===== config.mk =====
export PLATFORM = sky130hd
export DESIGN_NAME = square_matrix_add_multiply_unit_flat
export DESIGN_NICKNAME = d
export VERILOG_FILES = /design/src/hw/rtl/smam_pkg.sv /design/src/hw/rtl/smam_if.sv /design/src/hw/rtl/smam_csr.sv /design/src/hw/rtl/smam_dpath.sv /design/src/hw/rtl/smam_ctrl.sv /design/src/hw/rtl/square_matrix_add_multiply_unit.sv /design/src/flat_wrapper.sv
export SDC_FILE = /design/constraint.sdc
export NUM_CORES = 2
export LEC_CHECK = 0
export BUFFER_PORTS_ARGS = -buffer_cell sky130_fd_sc_hd__buf_2
export CORE_MARGIN = 2
export CORE_UTILIZATION = 61
export CTS_CLUSTER_DIAMETER = 120
export DETAILED_ROUTE_END_ITERATION = 12
export GPL_ROUTABILITY_DRIVEN = 0
export GPL_TIMING_DRIVEN = 0
export PLACE_DENSITY = 0.83
export RECOVER_POWER = 25
export SETUP_SLACK_MARGIN = 0.02
export SLEW_MARGIN = 20
export SYNTH_ARGS = -nofsm -noshare
export SYNTH_HDL_FRONTEND = slang
export SYNTH_SLANG_ARGS = --single-unit

===== constraint.sdc =====
create_clock -name clock -period 7 [get_ports clock]
set_input_delay 1.4 -clock clock [delete_from_list [all_inputs] [get_ports clock]]
set_output_delay 1.4 -clock clock [all_outputs]
set_load 0.05 [all_outputs]

===== src/hw/rtl/smam_pkg.sv =====
// smam_pkg: shared constants and types of the square matrix add / multiply unit
// no dependencies; imported by every module of the unit
`timescale 1ns / 1ps

package smam_pkg;

   localparam int MAX_DIM       = 8;
   localparam int ELEMENT_WIDTH = 16;
   localparam int VALUE_WIDTH   = 35;
   localparam int IDX_WIDTH     = 3;
   localparam int DIM_WIDTH     = 4;
   localparam int ADDR_WIDTH    = (MAX_DIM > 1) ? $clog2(MAX_DIM * MAX_DIM) : 1;
   localparam int COUNT_WIDTH   = ADDR_WIDTH + 1;
   localparam int PROD_WIDTH    = 2 * ELEMENT_WIDTH;
   localparam int CSR_ADDR_WIDTH = 3;
   localparam int CSR_DATA_WIDTH = 32;

   // register indexes
   localparam logic REG_DIM  = 1'b0;
   localparam logic REG_MODE = 1'b1;

   // operation codes
   localparam logic MODE_ADD = 1'b0;
   localparam logic MODE_MUL = 1'b1;

   typedef struct packed {
      logic [DIM_WIDTH-1:0] dim;
      logic                 mode;
   } smam_cfg_type;

   typedef struct packed {
      logic                  wr_a;
      logic                  wr_b;
      logic [ADDR_WIDTH-1:0] wr_addr;
      logic                  rd_en;
      logic [ADDR_WIDTH-1:0] a_addr;
      logic [ADDR_WIDTH-1:0] b_addr;
      logic                  first;
      logic                  last_term;
      logic                  add_mode;
      logic                  out_load;
      logic [IDX_WIDTH-1:0]  row;
      logic [IDX_WIDTH-1:0]  col;
      logic                  last;
   } smam_cmd_type;

   typedef struct packed {
      logic acc_done;
      logic out_free;
   } smam_stat_type;

endpackage


===== src/hw/rtl/smam_if.sv =====
// smam_req_if / smam_rsp_if: valid-ready channels of the matrix unit
// depends on smam_pkg for the payload widths
`timescale 1ns / 1ps

interface smam_req_if;
   import smam_pkg::*;

   logic                            valid;
   logic                            ready;
   logic signed [ELEMENT_WIDTH-1:0] element;

   modport source (output valid, output element, input ready);
   modport sink (input valid, input element, output ready);
endinterface

interface smam_rsp_if;
   import smam_pkg::*;

   logic                          valid;
   logic                          ready;
   logic signed [VALUE_WIDTH-1:0] value;
   logic [IDX_WIDTH-1:0]          row;
   logic [IDX_WIDTH-1:0]          col;
   logic                          last;

   modport source (output valid, output value, output row, output col, output last,
                   input ready);
   modport sink (input valid, input value, input row, input col, input last,
                 output ready);
endinterface


===== src/hw/rtl/smam_csr.sv =====
// smam_csr: apb-style register file holding dim and mode
// depends on smam_pkg
`timescale 1ns / 1ps

module smam_csr (
   input  logic                                clock,
   input  logic                                reset,
   input  logic                                psel,
   input  logic                                penable,
   input  logic                                pwrite,
   input  logic [smam_pkg::CSR_ADDR_WIDTH-1:0] paddr,
   input  logic [smam_pkg::CSR_DATA_WIDTH-1:0] pwdata,
   output logic [smam_pkg::CSR_DATA_WIDTH-1:0] prdata,
   output logic                                pready,
   output smam_pkg::smam_cfg_type              cfg
);
   import smam_pkg::*;

   logic [DIM_WIDTH-1:0] dim_ff, dim_in;
   logic                 mode_ff, mode_in;
   logic                 wr_en;
   logic                 reg_sel;

   assign pready  = 1'b1;
   assign wr_en   = psel & penable & pwrite;
   assign reg_sel = paddr[2];

   always_comb begin
      dim_in  = dim_ff;
      mode_in = mode_ff;
      if (wr_en) begin
         unique case (reg_sel)
            REG_DIM:  dim_in  = pwdata[DIM_WIDTH-1:0];
            REG_MODE: mode_in = pwdata[0];
            default:  dim_in  = dim_ff;
         endcase
      end
   end

   always_comb begin
      unique case (reg_sel)
         REG_DIM:  prdata = {{(CSR_DATA_WIDTH-DIM_WIDTH){1'b0}}, dim_ff};
         REG_MODE: prdata = {{(CSR_DATA_WIDTH-1){1'b0}}, mode_ff};
         default:  prdata = '0;
      endcase
   end

   always_ff @(posedge clock) begin
      if (reset) begin
         dim_ff  <= DIM_WIDTH'(1);
         mode_ff <= MODE_ADD;
      end else begin
         dim_ff  <= dim_in;
         mode_ff <= mode_in;
      end
   end

   assign cfg.dim  = dim_ff;
   assign cfg.mode = mode_ff;

endmodule


===== src/hw/rtl/smam_dpath.sv =====
// smam_dpath: matrix stores, read stage, multiply / add stage, accumulator and
// output register; depends on smam_pkg, driven by smam_ctrl commands
`timescale 1ns / 1ps

module smam_dpath (
   input  logic                                      clock,
   input  logic                                      reset,
   input  smam_pkg::smam_cmd_type                    cmd,
   output smam_pkg::smam_stat_type                   stat,
   input  logic signed [smam_pkg::ELEMENT_WIDTH-1:0] element,
   output logic                                      rsp_valid,
   input  logic                                      rsp_ready,
   output logic signed [smam_pkg::VALUE_WIDTH-1:0]   rsp_value,
   output logic [smam_pkg::IDX_WIDTH-1:0]            rsp_row,
   output logic [smam_pkg::IDX_WIDTH-1:0]            rsp_col,
   output logic                                      rsp_last
);
   import smam_pkg::*;

   localparam int DEPTH = MAX_DIM * MAX_DIM;

   logic [ELEMENT_WIDTH-1:0] store_a_ff [DEPTH];
   logic [ELEMENT_WIDTH-1:0] store_b_ff [DEPTH];

   // read stage
   logic signed [ELEMENT_WIDTH-1:0] a_q_ff, b_q_ff;
   logic                            s1_valid_ff, s1_first_ff, s1_last_ff, s1_add_ff;
   // term stage
   logic signed [PROD_WIDTH-1:0]    prod;
   logic signed [VALUE_WIDTH-1:0]   term_ff, term_in;
   logic                            s2_valid_ff, s2_first_ff, s2_last_ff;
   // accumulator
   logic signed [VALUE_WIDTH-1:0]   acc_ff, acc_in;
   logic                            done_ff;
   // output register
   logic                            out_valid_ff, out_valid_in;
   logic signed [VALUE_WIDTH-1:0]   out_value_ff;
   logic [IDX_WIDTH-1:0]            out_row_ff, out_col_ff;
   logic                            out_last_ff;

   always_ff @(posedge clock) begin
      if (cmd.wr_a) begin
         store_a_ff[cmd.wr_addr] <= element;
      end
      if (cmd.wr_b) begin
         store_b_ff[cmd.wr_addr] <= element;
      end
      if (cmd.rd_en) begin
         a_q_ff <= store_a_ff[cmd.a_addr];
         b_q_ff <= store_b_ff[cmd.b_addr];
      end
   end

   assign prod    = a_q_ff * b_q_ff;
   assign term_in = s1_add_ff ? (VALUE_WIDTH'(a_q_ff) + VALUE_WIDTH'(b_q_ff))
                              : VALUE_WIDTH'(prod);
   assign acc_in  = s2_first_ff ? term_ff : (acc_ff + term_ff);

   always_ff @(posedge clock) begin
      s1_first_ff <= cmd.first;
      s1_last_ff  <= cmd.last_term;
      s1_add_ff   <= cmd.add_mode;
      term_ff     <= term_in;
      s2_first_ff <= s1_first_ff;
      s2_last_ff  <= s1_last_ff;
      if (s2_valid_ff) begin
         acc_ff <= acc_in;
      end
      if (cmd.out_load) begin
         out_value_ff <= acc_ff;
         out_row_ff   <= cmd.row;
         out_col_ff   <= cmd.col;
         out_last_ff  <= cmd.last;
      end
   end

   always_comb begin
      out_valid_in = out_valid_ff;
      if (cmd.out_load) begin
         out_valid_in = 1'b1;
      end else if (rsp_ready) begin
         out_valid_in = 1'b0;
      end
   end

   always_ff @(posedge clock) begin
      if (reset) begin
         s1_valid_ff  <= 1'b0;
         s2_valid_ff  <= 1'b0;
         done_ff      <= 1'b0;
         out_valid_ff <= 1'b0;
      end else begin
         s1_valid_ff  <= cmd.rd_en;
         s2_valid_ff  <= s1_valid_ff;
         done_ff      <= s2_valid_ff & s2_last_ff;
         out_valid_ff <= out_valid_in;
      end
   end

   assign stat.acc_done = done_ff;
   assign stat.out_free = ~out_valid_ff | rsp_ready;

   assign rsp_valid = out_valid_ff;
   assign rsp_value = out_value_ff;
   assign rsp_row   = out_row_ff;
   assign rsp_col   = out_col_ff;
   assign rsp_last  = out_last_ff;

endmodule


===== src/hw/rtl/smam_ctrl.sv =====
// smam_ctrl: load counter and result sequencer of the matrix unit
// depends on smam_pkg; commands smam_dpath
`timescale 1ns / 1ps

module smam_ctrl (
   input  logic                    clock,
   input  logic                    reset,
   input  smam_pkg::smam_cfg_type  cfg,
   input  logic                    req_valid,
   output logic                    req_ready,
   output smam_pkg::smam_cmd_type  cmd,
   input  smam_pkg::smam_stat_type stat
);
   import smam_pkg::*;

   localparam logic [1:0] ST_LOAD  = 2'd0;
   localparam logic [1:0] ST_ISSUE = 2'd1;
   localparam logic [1:0] ST_WAIT  = 2'd2;
   localparam logic [1:0] ST_EMIT  = 2'd3;

   logic [1:0]             state_ff, state_in;
   logic [COUNT_WIDTH-1:0] cnt_ff, cnt_in;
   logic [IDX_WIDTH-1:0]   i_ff, i_in, j_ff, j_in, r_ff, r_in;
   logic [DIM_WIDTH-1:0]   n_ff, n_in;
   logic                   add_ff, add_in;

   logic [DIM_WIDTH-1:0]   dim_use;
   logic [COUNT_WIDTH-1:0] cells;
   logic [COUNT_WIDTH:0]   total;
   logic [COUNT_WIDTH-1:0] cnt_eff;
   logic [COUNT_WIDTH:0]   cnt_next;
   logic [COUNT_WIDTH-1:0] b_off;
   logic                   in_a;
   logic                   accept;
   logic [DIM_WIDTH-1:0]   n_last;
   logic                   r_end, j_end, i_end;
   logic [COUNT_WIDTH-1:0] row_base, a_lin, b_lin;

   // zero counts as one, anything above the maximum saturates
   always_comb begin
      if (cfg.dim == '0) begin
         dim_use = DIM_WIDTH'(1);
      end else if (cfg.dim > DIM_WIDTH'(MAX_DIM)) begin
         dim_use = DIM_WIDTH'(MAX_DIM);
      end else begin
         dim_use = cfg.dim;
      end
   end

   assign cells    = COUNT_WIDTH'(dim_use) * COUNT_WIDTH'(dim_use);
   assign total    = {cells, 1'b0};
   // a shrunken dim can leave the count past the end: restart with A
   assign cnt_eff  = ({1'b0, cnt_ff} >= total) ? '0 : cnt_ff;
   assign cnt_next = {1'b0, cnt_eff} + (COUNT_WIDTH+1)'(1);
   assign b_off    = cnt_eff - cells;
   assign in_a     = cnt_eff < cells;

   assign req_ready = (state_ff == ST_LOAD);
   assign accept    = req_ready & req_valid;

   assign n_last = n_ff - DIM_WIDTH'(1);
   assign r_end  = add_ff | ({1'b0, r_ff} == n_last);
   assign j_end  = ({1'b0, j_ff} == n_last);
   assign i_end  = ({1'b0, i_ff} == n_last);

   assign row_base = COUNT_WIDTH'(i_ff) * COUNT_WIDTH'(n_ff);
   assign a_lin    = row_base + COUNT_WIDTH'(add_ff ? j_ff : r_ff);
   assign b_lin    = add_ff ? a_lin
                            : (COUNT_WIDTH'(r_ff) * COUNT_WIDTH'(n_ff) + COUNT_WIDTH'(j_ff));

   always_comb begin
      state_in = state_ff;
      cnt_in   = cnt_ff;
      i_in     = i_ff;
      j_in     = j_ff;
      r_in     = r_ff;
      n_in     = n_ff;
      add_in   = add_ff;

      cmd           = '0;
      cmd.wr_addr   = in_a ? cnt_eff[ADDR_WIDTH-1:0] : b_off[ADDR_WIDTH-1:0];
      cmd.a_addr    = a_lin[ADDR_WIDTH-1:0];
      cmd.b_addr    = b_lin[ADDR_WIDTH-1:0];
      cmd.first     = add_ff | (r_ff == '0);
      cmd.last_term = r_end;
      cmd.add_mode  = add_ff;
      cmd.row       = i_ff;
      cmd.col       = j_ff;
      cmd.last      = i_end & j_end;

      unique case (state_ff)
         ST_LOAD: begin
            if (accept) begin
               cmd.wr_a = in_a;
               cmd.wr_b = ~in_a;
               if (cnt_next == total) begin
                  cnt_in   = '0;
                  n_in     = dim_use;
                  add_in   = (cfg.mode == MODE_ADD);
                  i_in     = '0;
                  j_in     = '0;
                  r_in     = '0;
                  state_in = ST_ISSUE;
               end else begin
                  cnt_in = cnt_next[COUNT_WIDTH-1:0];
               end
            end
         end
         ST_ISSUE: begin
            cmd.rd_en = 1'b1;
            if (r_end) begin
               r_in     = '0;
               state_in = ST_WAIT;
            end else begin
               r_in = r_ff + IDX_WIDTH'(1);
            end
         end
         ST_WAIT: begin
            if (stat.acc_done) begin
               state_in = ST_EMIT;
            end
         end
         ST_EMIT: begin
            if (stat.out_free) begin
               cmd.out_load = 1'b1;
               if (j_end) begin
                  j_in = '0;
                  i_in = i_ff + IDX_WIDTH'(1);
               end else begin
                  j_in = j_ff + IDX_WIDTH'(1);
               end
               state_in = (i_end & j_end) ? ST_LOAD : ST_ISSUE;
            end
         end
         default: state_in = ST_LOAD;
      endcase
   end

   always_ff @(posedge clock) begin
      if (reset) begin
         state_ff <= ST_LOAD;
         cnt_ff   <= '0;
         i_ff     <= '0;
         j_ff     <= '0;
         r_ff     <= '0;
         n_ff     <= DIM_WIDTH'(1);
         add_ff   <= 1'b1;
      end else begin
         state_ff <= state_in;
         cnt_ff   <= cnt_in;
         i_ff     <= i_in;
         j_ff     <= j_in;
         r_ff     <= r_in;
         n_ff     <= n_in;
         add_ff   <= add_in;
      end
   end

endmodule


===== src/hw/rtl/square_matrix_add_multiply_unit.sv =====
// square matrix add / multiply unit: loads A then B (dim*dim items each), then
// emits dim*dim result items. a load item is taken every cycle while loading;
// after the last B item the results are worked out one at a time by the
// single multiply-accumulate unit fed by one read port per store.
// synchronous active-high reset clears the load count, dim to 1, mode to add;
// the matrix stores are not cleared and hold garbage until loaded
`timescale 1ns / 1ps

module square_matrix_add_multiply_unit (
   input  logic                                clock,
   input  logic                                reset,
   smam_req_if.sink                            req_bus,
   smam_rsp_if.source                          rsp_bus,
   input  logic                                psel,
   input  logic                                penable,
   input  logic                                pwrite,
   input  logic [smam_pkg::CSR_ADDR_WIDTH-1:0] paddr,
   input  logic [smam_pkg::CSR_DATA_WIDTH-1:0] pwdata,
   output logic [smam_pkg::CSR_DATA_WIDTH-1:0] prdata,
   output logic                                pready
);
   import smam_pkg::*;

   smam_cfg_type  cfg;
   smam_cmd_type  cmd;
   smam_stat_type stat;

   // dim and mode: the user writes them over apb only while the unit is idle
   smam_csr u_csr (
      .clock   (clock),
      .reset   (reset),
      .psel    (psel),
      .penable (penable),
      .pwrite  (pwrite),
      .paddr   (paddr),
      .pwdata  (pwdata),
      .prdata  (prdata),
      .pready  (pready),
      .cfg     (cfg)
   );

   // sequencer: counts load items, then walks row, column and inner index
   smam_ctrl u_ctrl (
      .clock     (clock),
      .reset     (reset),
      .cfg       (cfg),
      .req_valid (req_bus.valid),
      .req_ready (req_bus.ready),
      .cmd       (cmd),
      .stat      (stat)
   );

   // stores, read / multiply / accumulate pipeline and the result register;
   // the result register lets the sequencer go back to loading while the
   // last result item still waits on the output side
   smam_dpath u_dpath (
      .clock     (clock),
      .reset     (reset),
      .cmd       (cmd),
      .stat      (stat),
      .element   (req_bus.element),
      .rsp_valid (rsp_bus.valid),
      .rsp_ready (rsp_bus.ready),
      .rsp_value (rsp_bus.value),
      .rsp_row   (rsp_bus.row),
      .rsp_col   (rsp_bus.col),
      .rsp_last  (rsp_bus.last)
   );

endmodule

===== src/flat_wrapper.sv =====
// flat-port wrapper written by rule: the top's interface ports become plain ports
module square_matrix_add_multiply_unit_flat import smam_pkg::*;
  (clock, reset, psel, penable, pwrite, paddr, pwdata, prdata, pready, req_bus_valid, req_bus_element, req_bus_ready, rsp_bus_valid, rsp_bus_value, rsp_bus_row, rsp_bus_col, rsp_bus_last, rsp_bus_ready);
  smam_req_if req_bus_i ();
  smam_rsp_if rsp_bus_i ();
  input  logic clock;
  input  logic reset;
  input  logic psel;
  input  logic penable;
  input  logic pwrite;
  input  logic [smam_pkg::CSR_ADDR_WIDTH-1:0] paddr;
  input  logic [smam_pkg::CSR_DATA_WIDTH-1:0] pwdata;
  output logic [smam_pkg::CSR_DATA_WIDTH-1:0] prdata;
  output logic pready;
  input wire logic [$bits(req_bus_i.valid)-1:0] req_bus_valid;
  input wire logic [$bits(req_bus_i.element)-1:0] req_bus_element;
  output wire logic [$bits(req_bus_i.ready)-1:0] req_bus_ready;
  output wire logic [$bits(rsp_bus_i.valid)-1:0] rsp_bus_valid;
  output wire logic [$bits(rsp_bus_i.value)-1:0] rsp_bus_value;
  output wire logic [$bits(rsp_bus_i.row)-1:0] rsp_bus_row;
  output wire logic [$bits(rsp_bus_i.col)-1:0] rsp_bus_col;
  output wire logic [$bits(rsp_bus_i.last)-1:0] rsp_bus_last;
  input wire logic [$bits(rsp_bus_i.ready)-1:0] rsp_bus_ready;
  assign req_bus_i.valid = req_bus_valid;
  assign req_bus_i.element = req_bus_element;
  assign req_bus_ready = req_bus_i.ready;
  assign rsp_bus_valid = rsp_bus_i.valid;
  assign rsp_bus_value = rsp_bus_i.value;
  assign rsp_bus_row = rsp_bus_i.row;
  assign rsp_bus_col = rsp_bus_i.col;
  assign rsp_bus_last = rsp_bus_i.last;
  assign rsp_bus_i.ready = rsp_bus_ready;
  square_matrix_add_multiply_unit u_core (.clock(clock), .reset(reset), .req_bus(req_bus_i), .rsp_bus(rsp_bus_i), .psel(psel), .penable(penable), .pwrite(pwrite), .paddr(paddr), .pwdata(pwdata), .prdata(prdata), .pready(pready));
endmodule

==> metrics.txt <==
outcome complete, but fails checks; Slew Viols, Final ~1800; Longest Clk Path Bufs 3; CTS tree built; H-tree levels 4; commonest non-fill, non-tap cell in the layout edfxtp_1; hold-fix buffer count after cts 0; minimum clock period roughly 7.3 ns; worst-case reg-to-reg path depth 15; total core area approximately 160000 µm²; die area 166000 µm²; # rows 148; ys flop type edfxtp_1; Leakage 38.6 nW; mean routed wirelength per cell 33.6 µm; Fin. Hold Viols 0; Post-synth ARST share 0%; area share of the largest cell type after synthesis 65.2%; routed vias just under 60000; Worst R2R End u_core.u_dpath.b_q_ff[2]; first-pass GRT wire length 403 mm; hold slack 0.326 ns; synthesized instance count around 5600; port bufs 74; RSZ-0062 raised after global routing yes; maximum vdd drop a little over 0.3 mV; DRT Pass-1 Iters 13; clock root buffer clkbuf_16; endpoints failing setup 11; EDFF count, synth 2157; Max Clock Skew 0.0774 ns; Area Overhead vs Synth 13.1%; main area contributors after synthesis edfxtp_1 65%, mux4_2 13%, fa_1 5.5%; Tcrit/Tclk final 104%; Cells on Worst Hold Path 0; Worst Path Arrival between 7 and 8 ns; relative slew slack -253%; Inst Count DP around 8000; DRT Wirelength 283 mm; chip width 408 µm; Mapped Area 99300 µm²; GRT overflow 0; Crit path required time 7.49 ns; antenna violations before repair 22; Endpoint, Worst Hold u_core.u_dpath.s2_first_ff; most frequent cells in the layout 2157 x edfxtp_1, 576 x mux4_2, 363 x inv_1, 357 x nand2_1, 272 x fa_1; final cell count without fillers roughly 8400; failing checks design-rule violations, max-capacitance violations, max-slew violations, negative setup slack; HPWL Detailed around 170 mm; R2R Path Start u_core.u_ctrl.add_ff; PnR Total Power 28.2 mW; layout cells sized above 1 22.8%; worst skew pair latency 0.88 ns; HP Start u_core.u_dpath.s1_first_ff; fmax between 100 and 150 MHz; initial DRC count 10200; Worst-Margin Slew 5.29 ns; DRC violation count after routing 2; Worst setup EP type flip-flop; post-layout util slightly below 70%; Syn Area/Cell 17.8 µm²; starting density of the core 61.2%; startpoint class of the critical path flip-flop; vias in the first global route between 50000 and 60000; Distinct cells, synth 94; Tot GR Track Use 33.6%; Pwr Density 251 nW/µm²; NumNets Final 6573; Yosys top cell by area edfxtp_1; Routed Antenna Nets 0; #FFs+latches synth 2226; Die Height 408 µm; Worst-path clk slew 0.06 ns; MaxCap Viol Count 28; post-route worst setup slack -0.297 ns; top-level I/O count 135; Placement Setup Slack -0.388 ns; crit-path max FO 10; Ys Warns 0; clk sink count 2226; critical path type reg2reg; Hold Crit Class reg2reg; Reg2Reg Setup Slack -0.30 ns; sequential area share after synthesis 66.6%; largest net degree at the start of global routing 101; Vias/cell 6.98; CTS buffer count about 210
registers in the layout (all words and copies together), names as in the netlist, 2 cells and up:
register                   count
u_core.u_ctrl.r_ff             3
u_core.u_ctrl.state_ff         2
u_core.u_ctrl.i_ff             3
u_core.u_dpath.acc_ff         35
u_core.u_ctrl.cnt_ff           7
u_core.u_dpath.rsp_col         3
u_core.u_dpath.rsp_row         3
u_core.u_dpath.a_q_ff         16
u_core.u_dpath.store_b_ff   1024
u_core.u_dpath.term_ff        32
u_core.u_dpath.rsp_value      35
u_core.u_dpath.store_a_ff   1024
u_core.u_ctrl.n_ff             4
u_core.u_csr.dim_ff            4
u_core.u_ctrl.j_ff             3
u_core.u_dpath.b_q_ff         16
power by group:
group / internal, mW / total [mW] / switching (mW)
logic: 0.717 / 2.09 / 1.37
clock network: 6.27 / 11.4 / 5.16
registers: 14.7 / 14.7 / 0.0222
synth_stat cells (38+ instances only):
library cell,n
a211oi_1,108
xnor2_1,58
o21ai_0,91
ha_1,177
buf_1,60
nor2_1,165
a31oi_1,46
nand2_1,357
fa_1,273
a21oi_1,120
mux2i_1,38
xor2_1,47
mux4_2,576
clkbuf_1,174
dfxtp_1,69
and2_1,171
nor3_1,72
inv_1,363
edfxtp_1,2157
stage by stage:
step / setup TNS (ns) / cell area [µm²]
after floorplan: 0 / 99400
after global placement: -1049.80 / 103000
after CTS: -64.06 / 112000
after detailed placement: -179.46 / 105000
final: -1.33 / 112000
after global routing: -1.03 / 112000
metal layers:
metal	global-route usage [%]	part of all wire, %	vias up
met3	10.5	14	1347
met2	52.2	47	5464
met1	43.2	32	29400
li1	-	-	22500
met4	17.4	7.0	22
met5	0	0.057	-
cell families after synthesis:
| kind of cell | Yosys count | share of synthesized area [%] |
|---|---|---|
| xor gates and xnor gates | 106 | 0.954 |
| other | 2 | 0.00756 |
| buffers and inverters | 672 | 2.75 |
| adders and majority gates | 450 | 7.73 |
| DFF | 2226 | 66.6 |
| AOI/OAI and AO/OA | 544 | 3.72 |
| and+or+nand+nor | 935 | 4.60 |
| muxes | 630 | 13.6 |
cell type report:
class                      count  area, µm²
tap                         2175       2720
multi-input combinational   2696      31500
inverter                     365       1370
clock inverter               134       1320
timing repair buffer         262       2340
fill                        9470      49900
buffer                       307       1440
sequential                  2226      66200
antenna                        4       10.0
clock buffer                 250       5410
repair_timing:
action	CTS	global route
buffers inserted	6	40
setup endpoints to repair	1187	2046
gates resized for setup	51	75
pin swaps	4	19
critical path, cell delays in order (launching register included):
cell and delay [ns]:
dfxtp_1 0.33, clkbuf_1 0.56, clkbuf_1 0.38, o21ai_0 0.20
ha_1 0.32, ha_1 0.27, clkbuf_1 0.34, mux2i_1 0.60
clkbuf_2 0.54, buf_2 0.63, clkbuf_1 0.62, mux4_2 0.39
nand2_1 0.10, a311oi_1 0.80, a21oi_1 0.12, a21oi_1 0.73
worst max path at each step:
stage	start	endpoint	slack, ns
global route	u_core.u_dpath.a_q_ff[8]	u_core.u_dpath.term_ff[30]	-0.32
CTS	u_core.u_csr.dim_ff[3]	u_core.u_dpath.store_b_ff[59][11]	-0.30
floorplan	u_core.u_csr.dim_ff[3]	u_core.u_dpath.store_b_ff[56][0]	0.73
finish	u_core.u_ctrl.add_ff	u_core.u_dpath.b_q_ff[2]	-0.30
detailed placement	u_core.u_csr.dim_ff[3]	u_core.u_dpath.store_b_ff[59][6]	-0.39
global placement	u_core.u_csr.dim_ff[3]	u_core.u_dpath.store_b_ff[43][7]	-1.30
(Power assumes the default switching activity.)
